### src/hw/rtl/hcc_pkg.sv
// Package: widths, command codes, pipeline word and the per-level Hilbert step.
`default_nettype none

package hcc_pkg;

    localparam int COORD_BITS = 8;
    localparam int IDX_W      = 2 * COORD_BITS;
    localparam int LVL_W      = (COORD_BITS > 1) ? $clog2(COORD_BITS) : 1;

    typedef logic [COORD_BITS-1:0] crd_t;
    typedef logic [IDX_W-1:0]      idx_t;
    typedef logic [LVL_W-1:0]      lvl_t;

    typedef enum logic {
        CMD_IDX_TO_XY = 1'b0,
        CMD_XY_TO_IDX = 1'b1
    } cmd_t;

    typedef struct packed {
        cmd_t cmd;
        idx_t d;
        crd_t x;
        crd_t y;
    } hcc_word_t;

    // One curve level. Index to cell: cell at position k handles level k.
    // Cell to index: cell at position k handles level COORD_BITS-1-k.
    function automatic hcc_word_t hcc_cell_step(hcc_word_t w, lvl_t pos);
        hcc_word_t r;
        crd_t      bit_s;
        crd_t      lo;
        crd_t      x;
        crd_t      y;
        crd_t      t;
        logic      rx;
        logic      ry;
        int        lvl;
        r = w;
        if (w.cmd == CMD_IDX_TO_XY)
        begin
            lvl = int'(pos);
        end
        else
        begin
            lvl = COORD_BITS - 1 - int'(pos);
        end
        bit_s = crd_t'(1) << lvl;
        lo    = bit_s - crd_t'(1);
        x     = w.x & lo;
        y     = w.y & lo;
        if (w.cmd == CMD_IDX_TO_XY)
        begin
            rx = w.d[2*lvl+1];
            ry = w.d[2*lvl] ^ rx;
        end
        else
        begin
            rx = w.x[lvl];
            ry = w.y[lvl];
            r.d[2*lvl+1] = rx;
            r.d[2*lvl]   = rx ^ ry;
        end
        if (!ry)
        begin
            if (rx)
            begin
                x = ~x & lo;
                y = ~y & lo;
            end
            t = x;
            x = y;
            y = t;
        end
        if (w.cmd == CMD_IDX_TO_XY)
        begin
            x = x | (rx ? bit_s : '0);
            y = y | (ry ? bit_s : '0);
        end
        r.x = x;
        r.y = y;
        return r;
    endfunction

endpackage

`default_nettype wire

### src/hw/rtl/hcc_if.sv
// Request and response channel interfaces with valid/ready handshake.
`default_nettype none

interface hcc_req_if;
    logic        valid;
    logic        ready;
    logic        command;
    logic [15:0] curve_index;
    logic [7:0]  coord_x;
    logic [7:0]  coord_y;

    modport source (output valid, output command, output curve_index,
                    output coord_x, output coord_y, input ready);
    modport sink   (input valid, input command, input curve_index,
                    input coord_x, input coord_y, output ready);
endinterface

interface hcc_rsp_if;
    logic        valid;
    logic        ready;
    logic [15:0] result_index;
    logic [7:0]  result_x;
    logic [7:0]  result_y;

    modport source (output valid, output result_index, output result_x,
                    output result_y, input ready);
    modport sink   (input valid, input result_index, input result_x,
                    input result_y, output ready);
endinterface

`default_nettype wire

### src/hw/rtl/hcc_cell.sv
// One level cell of the conversion chain: step logic plus a registered stage.
`default_nettype none

module hcc_cell (
    input  wire logic              clk,
    input  wire logic              rst_n,
    input  wire hcc_pkg::lvl_t     pos,
    input  wire logic              up_valid,
    output logic                   up_ready,
    input  wire hcc_pkg::hcc_word_t up_data,
    output logic                   dn_valid,
    input  wire logic              dn_ready,
    output hcc_pkg::hcc_word_t     dn_data
);
    import hcc_pkg::*;

    logic      valid_reg;
    logic      valid_next;
    hcc_word_t data_reg;

    assign up_ready   = !valid_reg || dn_ready;
    assign valid_next = up_ready ? up_valid : valid_reg;

    always_ff @(posedge clk or negedge rst_n)
    begin
        if (!rst_n)
        begin
            valid_reg <= 1'b0;
        end
        else
        begin
            valid_reg <= valid_next;
        end
    end

    always_ff @(posedge clk)
    begin
        if (up_valid && up_ready)
        begin
            data_reg <= hcc_cell_step(up_data, pos);
        end
    end

    assign dn_valid = valid_reg;
    assign dn_data  = data_reg;

endmodule

`default_nettype wire

### src/hw/rtl/hilbert_curve_index_convert_core.sv
// Top level: Hilbert curve index <-> (x, y) converter built as a chain of level cells.
// Each request transaction passes a row of COORD_BITS (8) registered cells, one
// per curve level, on its way to the response side. A new request is taken every
// cycle while the response side is ready; each cell has its own valid bit and a
// cell moves on as soon as the next one is free, so a stalled response only stops
// the cells that are full behind it. The chain length, one cell per level, sets
// the latency. command 0 maps curve_index to (result_x, result_y) with
// result_index zero; command 1 maps (coord_x, coord_y) to result_index with
// result_x and result_y zero. No state is kept between transactions.
`default_nettype none

module hilbert_curve_index_convert_core (
    input  wire logic  clk,
    input  wire logic  rst_n,
    hcc_req_if.sink    req,
    hcc_rsp_if.source  rsp
);
    import hcc_pkg::*;

    logic      chain_valid [0:COORD_BITS];
    logic      chain_ready [0:COORD_BITS];
    hcc_word_t chain_data  [0:COORD_BITS];
    hcc_word_t tail;

    assign chain_valid[0]    = req.valid;
    assign req.ready         = chain_ready[0];
    assign chain_data[0].cmd = cmd_t'(req.command);
    assign chain_data[0].d   = (req.command == CMD_IDX_TO_XY) ? req.curve_index : '0;
    assign chain_data[0].x   = (req.command == CMD_XY_TO_IDX) ? req.coord_x : '0;
    assign chain_data[0].y   = (req.command == CMD_XY_TO_IDX) ? req.coord_y : '0;

    for (genvar k = 0; k < COORD_BITS; k++)
    begin : g_cell
        hcc_cell u_cell (
            .clk      (clk),
            .rst_n    (rst_n),
            .pos      (lvl_t'(k)),
            .up_valid (chain_valid[k]),
            .up_ready (chain_ready[k]),
            .up_data  (chain_data[k]),
            .dn_valid (chain_valid[k+1]),
            .dn_ready (chain_ready[k+1]),
            .dn_data  (chain_data[k+1])
        );
    end

    assign tail                   = chain_data[COORD_BITS];
    assign rsp.valid              = chain_valid[COORD_BITS];
    assign chain_ready[COORD_BITS] = rsp.ready;
    assign rsp.result_index       = (tail.cmd == CMD_XY_TO_IDX) ? tail.d : '0;
    assign rsp.result_x           = (tail.cmd == CMD_IDX_TO_XY) ? tail.x : '0;
    assign rsp.result_y           = (tail.cmd == CMD_IDX_TO_XY) ? tail.y : '0;

endmodule

`default_nettype wire

### src/flat_wrapper.sv
// flat-port wrapper written by rule: the top's interface ports become plain ports
module hilbert_curve_index_convert_core_flat import hcc_pkg::*;
  (clk, rst_n, req_valid, req_command, req_curve_index, req_coord_x, req_coord_y, req_ready, rsp_valid, rsp_result_index, rsp_result_x, rsp_result_y, rsp_ready);
  hcc_req_if req_i ();
  hcc_rsp_if rsp_i ();
  input  wire logic clk;
  input  wire logic rst_n;
  input wire logic [$bits(req_i.valid)-1:0] req_valid;
  input wire logic [$bits(req_i.command)-1:0] req_command;
  input wire logic [$bits(req_i.curve_index)-1:0] req_curve_index;
  input wire logic [$bits(req_i.coord_x)-1:0] req_coord_x;
  input wire logic [$bits(req_i.coord_y)-1:0] req_coord_y;
  output wire logic [$bits(req_i.ready)-1:0] req_ready;
  output wire logic [$bits(rsp_i.valid)-1:0] rsp_valid;
  output wire logic [$bits(rsp_i.result_index)-1:0] rsp_result_index;
  output wire logic [$bits(rsp_i.result_x)-1:0] rsp_result_x;
  output wire logic [$bits(rsp_i.result_y)-1:0] rsp_result_y;
  input wire logic [$bits(rsp_i.ready)-1:0] rsp_ready;
  assign req_i.valid = req_valid;
  assign req_i.command = req_command;
  assign req_i.curve_index = req_curve_index;
  assign req_i.coord_x = req_coord_x;
  assign req_i.coord_y = req_coord_y;
  assign req_ready = req_i.ready;
  assign rsp_valid = rsp_i.valid;
  assign rsp_result_index = rsp_i.result_index;
  assign rsp_result_x = rsp_i.result_x;
  assign rsp_result_y = rsp_i.result_y;
  assign rsp_i.ready = rsp_ready;
  hilbert_curve_index_convert_core u_core (.clk(clk), .rst_n(rst_n), .req(req_i), .rsp(rsp_i));
endmodule
### config.mk
export PLATFORM = sky130hd
export DESIGN_NAME = hilbert_curve_index_convert_core_flat
export DESIGN_NICKNAME = d
export VERILOG_FILES = /design/src/hw/rtl/hcc_pkg.sv /design/src/hw/rtl/hcc_if.sv /design/src/hw/rtl/hcc_cell.sv /design/src/hw/rtl/hilbert_curve_index_convert_core.sv /design/src/flat_wrapper.sv
export SDC_FILE = /design/constraint.sdc
export NUM_CORES = 1
export LEC_CHECK = 0
export ABC_CLOCK_PERIOD_IN_PS = 10500
export BUFFER_PORTS_ARGS = -buffer_cell sky130_fd_sc_hd__buf_2
export CORE_MARGIN = 2
export CORE_UTILIZATION = 50
export CTS_CLUSTER_DIAMETER = 150
export DETAILED_ROUTE_END_ITERATION = 8
export HOLD_SLACK_MARGIN = 0.08
export PLACE_DENSITY = 0.66
export SYNTH_ARGS = -nofsm -noshare
export SYNTH_HDL_FRONTEND = slang
export SYNTH_SLANG_ARGS = --single-unit
### constraint.sdc
create_clock -name clk -period 10.5 [get_ports clk]
set_clock_uncertainty 0.2 [all_clocks]
set_input_delay 2.1 -clock clk [delete_from_list [all_inputs] [get_ports clk]]
set_output_delay 2.1 -clock clk [all_outputs]
set_load 0.01 [all_outputs]
# After elaboration in Yosys (flattened, before gate mapping)
# Cells that the tools add are included.
# word_totals
register_bits,272
in_bits,37
out_inout_bits,34
wordCells,510
# op_classes
n_addsub,16
order_cmp,40
shift,8
n_mux,286
bitwise_logic,80
reduce_logical,40
# ops
operator,count
8-bit two-way mux,84
"32-bit by 1-bit greater-or-equal comparator with 1-bit output, second input constant",16
"32-bit by 6-bit < comparator with 1-bit output, second input constant",16
"32-bit by 2-bit adder with 32-bit output, second input constant",8
8-bit AND,32
16-bit bitwise mux,16
"32-bit by 5-bit < comparator with 1-bit output, second input constant",8
32-bit two-way mux,8
"1-bit by 32-bit left shift with 8-bit output, first input constant",8
16-bit two-way mux,10
8-bit NOT,16
8-bit bitwise OR,16
1-bit two-way mux,112
1-bit binary-select mux with 3-bit select,24
"8-bit by 1-bit subtractor with 8-bit output, second input constant",8
1-bit binary-select mux with 4-bit select,8
1-bit demux with 4-bit select,8
1-bit demux with 3-bit select,8
1-bit logical AND,24
3-bit two-way mux,8
1-bit bitwise XOR,16
1-bit zero test,8
1-bit logical OR,8

# Logic depth before layout (Yosys ltp)
# Gate-level depths: netlist (run 1).
# logic_depth
word_depth,22
ltp_mapped,5
depth_no_buf,3

# Modules after synthesis
# Synthesis (run 1) repeated with hierarchy kept, for this count alone.
# hier_totals
cells_unflattened,2040
area_unflattened_um2,21450.6
# modules_own_cells
module,n_inst,cells_per_inst,area_per_inst_um2,seq_area_each_um2
hcc_cell (u_core.g_cell[2].u_cell ...),6,245,2557.5,1016.0
hcc_cell (u_core.g_cell[0].u_cell ...),2,249,2832.7,1016.0
hilbert_curve_index_convert_core,1,72,440.4,0.0

# Least setup slack after synthesis (run 1)
# OpenSTA, ideal clock, no wires.
# synth_timing
kind,input to output
start,input port rsp_ready
end,output port req_ready
t_arrival_ns,2.733
required_ns,8.200
path_slack_ns,5.467
path_stages,3
path_buffers,0
path_cell_list,nand4b_1 -> nor2_2 -> nand4_1
# synth_via
elab_chain_cells,8
# synth_rtl
item,line,rtl
start: declaration,flat_wrapper.sv:18,input wire logic [$bits(rsp_i.ready)-1:0] rsp_ready;
1-bit logical OR (8 in series),hcc_cell.sv:21,assign up_ready = !valid_reg || dn_ready;
end: declaration,flat_wrapper.sv:13,output wire logic [$bits(req_i.ready)-1:0] req_ready;
# Every way passes these cells.

# Worst setup path in the final report (run 1)
# Ends and elaborated chain as after synthesis.

==> results of run 1 <==
[state kept, by name, summed over array words and instances, names as in the netlist]
register	cells
u_core.g_cell.u_cell.dn_valid	8
u_core.g_cell.u_cell.dn_data	232
[kinds of logic (layout without fill, tap and decap cells)]
family                   count (synthesis)  count (layout)  share of synthesized area, %
multiplexers                            22              22                         2.015
AND/OR/NAND/NOR                        286             286                         13.61
adder cells (fa/ha/maj)                 15              15                         1.325
AO/OA/AOI/OAI                          164             164                         10.53
flip-flops                             240             240                         62.72
XOR/XNOR                                72              72                         5.716
buffers and inverters                   91             139                         4.073
[synthesized netlist by cell type, types with 4 or more instances]
cell type / n
edfxtp_1: 232
nor2b_1: 55
nand2b_1: 50
nor2_1: 49
nand2_1: 48
xnor2_1: 48
o21ai_0: 36
and2_1: 32
buf_2: 28
clkbuf_1: 27
o211a_1: 26
o211ai_1: 26
a21oi_1: 22
xor2_1: 21
nor3_1: 18
nor3b_1: 18
inv_1: 15
a221oi_1: 14
maj3_1: 14
mux2i_1: 14
buf_4: 10
dfrtp_1: 8
mux2_2: 8
a21boi_0: 6
buf_6: 6
a211o_1: 5
a221o_1: 5
o22ai_1: 5
or2_2: 4
[through the flow]
stage | setup slack, ns | hold slack (ns) | power (mW) | util [%]
global placement | 5.012 | 0.2003 | 2.197 | 52.45
finish | 4.995 | 0.2127 | 3.059 | 56.12
global route | 4.899 | 0.2208 | 3.247 | 56.12
CTS | 4.998 | 0.2181 | 3.097 | 56.12
floorplan | 5.467 | 0.2003 | 2.077 | -
detailed placement | 5.008 | 0.2045 | 2.225 | 52.45
[critical path, cell delays in order]
cell and delay, ns:
buf_2 0.10, nand4b_1 0.24, nor2_2 0.45, nand4_1 0.15, buf_2 0.16
[report_power, final]
| part | switching, mW | internal, mW | total, mW |
|---|---|---|---|
| Sequential | 0.237 | 1.37 | 1.61 |
| Clock | 0.349 | 0.516 | 0.865 |
| Combinational | 0.281 | 0.304 | 0.585 |
[layer usage]
| layer | vias up | wire [um] | GRT usage [%] |
|---|---|---|---|
| met2 | 95 | 8268 | 24.61 |
| met4 | 0 | 312 | 4.675 |
| met3 | 25 | 719 | 2.758 |
| met1 | 3002 | 7213 | 17.77 |
| li1 | 3295 | - | - |
| met5 | - | 0 | 0 |
[worst paths after layout]
check / from / endpoint / slack [ns] / cells after the start
max in group asynchronous: rst_n / u_core.g_cell[0].u_cell.dn_valid / 8.71 / 1
setup / recovery: rsp_ready / req_ready / 4.99 / 5
hold / removal: u_core.g_cell[5].u_cell.dn_data[17] / u_core.g_cell[6].u_cell.dn_data[17] / 0.21 / 0
min in group asynchronous: rst_n / u_core.g_cell[1].u_cell.dn_valid / 1.22 / 1
setup reg to reg: u_core.g_cell[6].u_cell.dn_data[31] / u_core.g_cell[7].u_cell.dn_data[13] / 8.19 / 3
hold reg to reg: u_core.g_cell[5].u_cell.dn_data[17] / u_core.g_cell[6].u_cell.dn_data[17] / 0.21 / 0
[area by class of cell]
class                   instances  area [um2]
well taps                     285       356.6
inverters                      16       60.06
fillers                      1868        9873
clock buffers                  30       686.9
clock inverters                17       138.9
repair buffers                 76       395.4
flip-flops and latches        240        7167
multi-input cells             559        3825
==> results.cfg, run 1 <==
[route]
remaining_drc_errors = 0
vias = 6417
viasPerCell = 5.247
first_pass_iters = 5
first_iter_violations = 398
antenna_left = 0
routedWlPerCell_um = 13.50
finalWirelength_mm = 16.51

[die]
dieArea_um2 = 24080
core_area_um2 = 22500
io_pins = 71
die_w_um = 155.2
die_y_um = 155.2
rows = 55
start_util_pct = 50.78

[clocking]
cts_made_buffers = 26
clkLatencyLatePin_ns = 0.52
cts_tree = built
hold_buffers = 0
post_cts_buffers = 0
cts_resized = 0
htreeDepth = 1
clkTransAtPathRegs_ns = 0.06
cts.sinks = 240
cts_buffer_depth = 3
root_buffer = clkbuf_16

[placed_design]
hpwl_mm = 11.30
postPlaceCellArea_um2 = 11800
portBuffers = 70
dp_cells = 1176
gp_congestion = 0.7419

[yosys]
synth_ff_type = edfxtp_1
yosysTopAreaCellShare_pct = 60.97
synth_edf_count = 232
syn_nets = 927
synth_warnings = 0
yosysTopAreaCell = edfxtp_1
synth_area_um2 = 11430
synth.distinct_cells = 55
syn_avg_cell_area_um2 = 12.84
synthCells = 890
synth.area.top_cells = edfxtp_1 61%, xnor2_1 3.7%, nor2b_1 3.0%
ys_seq_elements = 240
ys_seq_area_share_pct = 62.72
async_flop_share_pct = 3.333

[pwr]
p_per_area_nw_per_um2 = 242.2
leakage_nw = 4.686
ir_worst_vdd_mv = 0.1166

[sta]
finalSetupViolations = 0
rsz0062_at_grt = false
setup_tns_ns = 0
worst_pin_slew_ns = 1.142
layout_worst_path_cycle_share_pct = 52.43
final-hold-violation-count = 0
relSlewSlack_pct = 23.86
min_period_ns = 5.505
slew_viol_final = 0
fmax_mhz = 181.7

[finish]
drive_gt1_share_pct = 14.82
most-common-layout-cells = 232 x edfxtp_1, 70 x buf_2, 54 x nor2b_1
num_antenna_cells = 0
stdcell_area_um2 = 12630
final_common_cell = edfxtp_1
final_nets = 956
finalNonFillerCells = 1223
areaGrowthSynthToFinish_pct = 10.53

[setup_path]
path_class = primary input to primary output
critical_path_required_ns = 8.20
arrival_ns = 3.21
worst_setup_path_end_kind = primary output
critPathMaxFanout = 9
start_kind = primary input

[grt]
grt-ovfl-total = 0
grt_max_degree = 34
grt_pass1_wl_mm = 28.41
antenna_found_initial = 0
grt_pass1_vias = 5926
grtUsageTotal_pct = 14.11

[flow_run]
cap_violations = 0

[min_path]
hp-class = flip-flop to flip-flop

[run_status]
status = finished clean
Note: power is estimated with default switching activity, not from simulation.
==> run 2, diff against run 1 <==
ABC_CLOCK_PERIOD_IN_PS = 5200   (was 10500)
clock period = 5.2 ns   (was 10.5 ns; I/O delays follow)
==> results.cfg, run 2 (synthesis gave the netlist of run 1 again) <==
[finish]
finalNonFillerCells = 1221
utilization_pct = 55.94
drive_gt1_share_pct = 14.42
most-common-layout-cells = 232 x edfxtp_1, 70 x buf_2, 54 x nor2b_1
stdcell_area_um2 = 12590
num_antenna_cells = 0
areaGrowthSynthToFinish_pct = 10.17
final_nets = 955
largest_reg_flops = 232
final_common_cell = edfxtp_1

[pwr]
p_per_area_nw_per_um2 = 487.3
leakage_nw = 4.669
ir_worst_vdd_mv = 0.2484
p_total_mw = 6.134

[die]
rows = 55
io_pins = 71
dieArea_um2 = 24080
die_w_um = 155.2
start_util_pct = 50.78
die_y_um = 155.2
core_area_um2 = 22500

[setup_path]
worst_setup_path_end_kind = primary output
worst-path-buf-inv = 2
arrival_ns = 2.12
crit_family = simple AND/OR/NAND/NOR gates
critical_path_required_ns = 3.96
path_class = primary input to primary output
start_kind = primary input
crit_slowest_cell = nor2_2
worstPathCellList = buf_2 -> nand4b_1 -> nor2_2 -> nand4_1 -> buf_2
path_common_cell = buf_2
critPathMaxFanout = 9
worst_path_largest_cell_delay_ns = 0.43

[placed_design]
dpl_worst_slack_ns = 1.814
portBuffers = 70
postPlaceCellArea_um2 = 11800
hpwl_mm = 11.27
dp_cells = 1175
gp_congestion = 0.7533

[clocking]
cts_made_buffers = 26
cts_tree = built
cts.sinks = 240
post_cts_buffers = 0
hold_buffers = 0
htreeDepth = 1
cts_resized = 0
root_buffer = clkbuf_16
clkTransAtPathRegs_ns = 0.06
cts_buffer_depth = 3
clkLatencyLatePin_ns = 0.52

[grt]
grt-ovfl-total = 0
antenna_found_initial = 0
grt_pass1_vias = 5923
grt_pass1_wl_mm = 28.23
grt_max_degree = 34
grtUsageTotal_pct = 14.07

[route]
finalWirelength_mm = 16.69
routedWlPerCell_um = 13.67
antenna_left = 0
vias = 6398
first_iter_violations = 337
viasPerCell = 5.240
remaining_drc_errors = 0
first_pass_iters = 4

[sta]
layout_setup_ws_ns = 1.839
layout_worst_path_cycle_share_pct = 64.64
min_period_ns = 3.361
finalSetupViolations = 0
setup_tns_ns = 0
timing.hold.ws_ns = 0.1556
rsz0062_at_grt = false
slew_viol_final = 0
fmax_mhz = 297.5
relSlewSlack_pct = 23.66
worst_pin_slew_ns = 1.140
final-hold-violation-count = 0

[min_path]
hp-class = primary input to asynchronous set/reset pin

[flow_run]
cap_violations = 0

[run_status]
status = finished clean
-- run 2: cell count changes in the layout (fill, tap and decap cells not counted), sizes merged --
cell      before  now
buf           76   75
bufinv         2    1
clkbuf        30   34
clkinv        13   11
clkinvlp       3    1
-- run 2: worst register-to-register path, cell delays in order, from the launching register on --
cell,delay (ns)
edfxtp_1,1.02
xor2_2,0.32
a221oi_1,0.36
nor2_1,0.09
-- run 2: area by class of cell --
class / instances / area, um2
Sequential cell: 240 / 7167
Clock inverter: 12 / 90.09
Timing Repair Buffer: 75 / 387.9
Clock buffer: 34 / 701.9
Fill cell: 1808 / 9915
Inverter: 16 / 60.06
Multi-Input combinational cell: 559 / 3825
Tap cell: 285 / 356.6
-- run 2: path summary, 6_finish.rpt --
path,startpoint,to,slack [ns],depth (start not counted)
max,rsp_ready,req_ready,1.84,5
min,rst_n,u_core.g_cell[7].u_cell.dn_valid,0.16,1
max reg2reg,u_core.g_cell[6].u_cell.dn_data[31],u_core.g_cell[7].u_cell.dn_data[12],2.93,3
min reg2reg,u_core.g_cell[4].u_cell.dn_data[19],u_core.g_cell[5].u_cell.dn_data[19],0.21,0
max in group asynchronous,rst_n,u_core.g_cell[6].u_cell.dn_valid,4.48,1
min in group clk,u_core.g_cell[4].u_cell.dn_data[19],u_core.g_cell[5].u_cell.dn_data[19],0.21,0
-- run 2: power breakdown --
part / total [mW] / switching [mW] / internal (mW)
sequential: 3.26 / 0.486 / 2.77
combinational: 1.18 / 0.570 / 0.613
clock: 1.70 / 0.699 / 0.996
-- run 2: layer usage --
metal	vias up	wire length (um)	track usage [%]
li1	3284	-	-
met1	2975	7336	17.48
met2	109	8286	25.04
met3	30	625	2.535
met4	0	439	4.543
met5	-	0	0
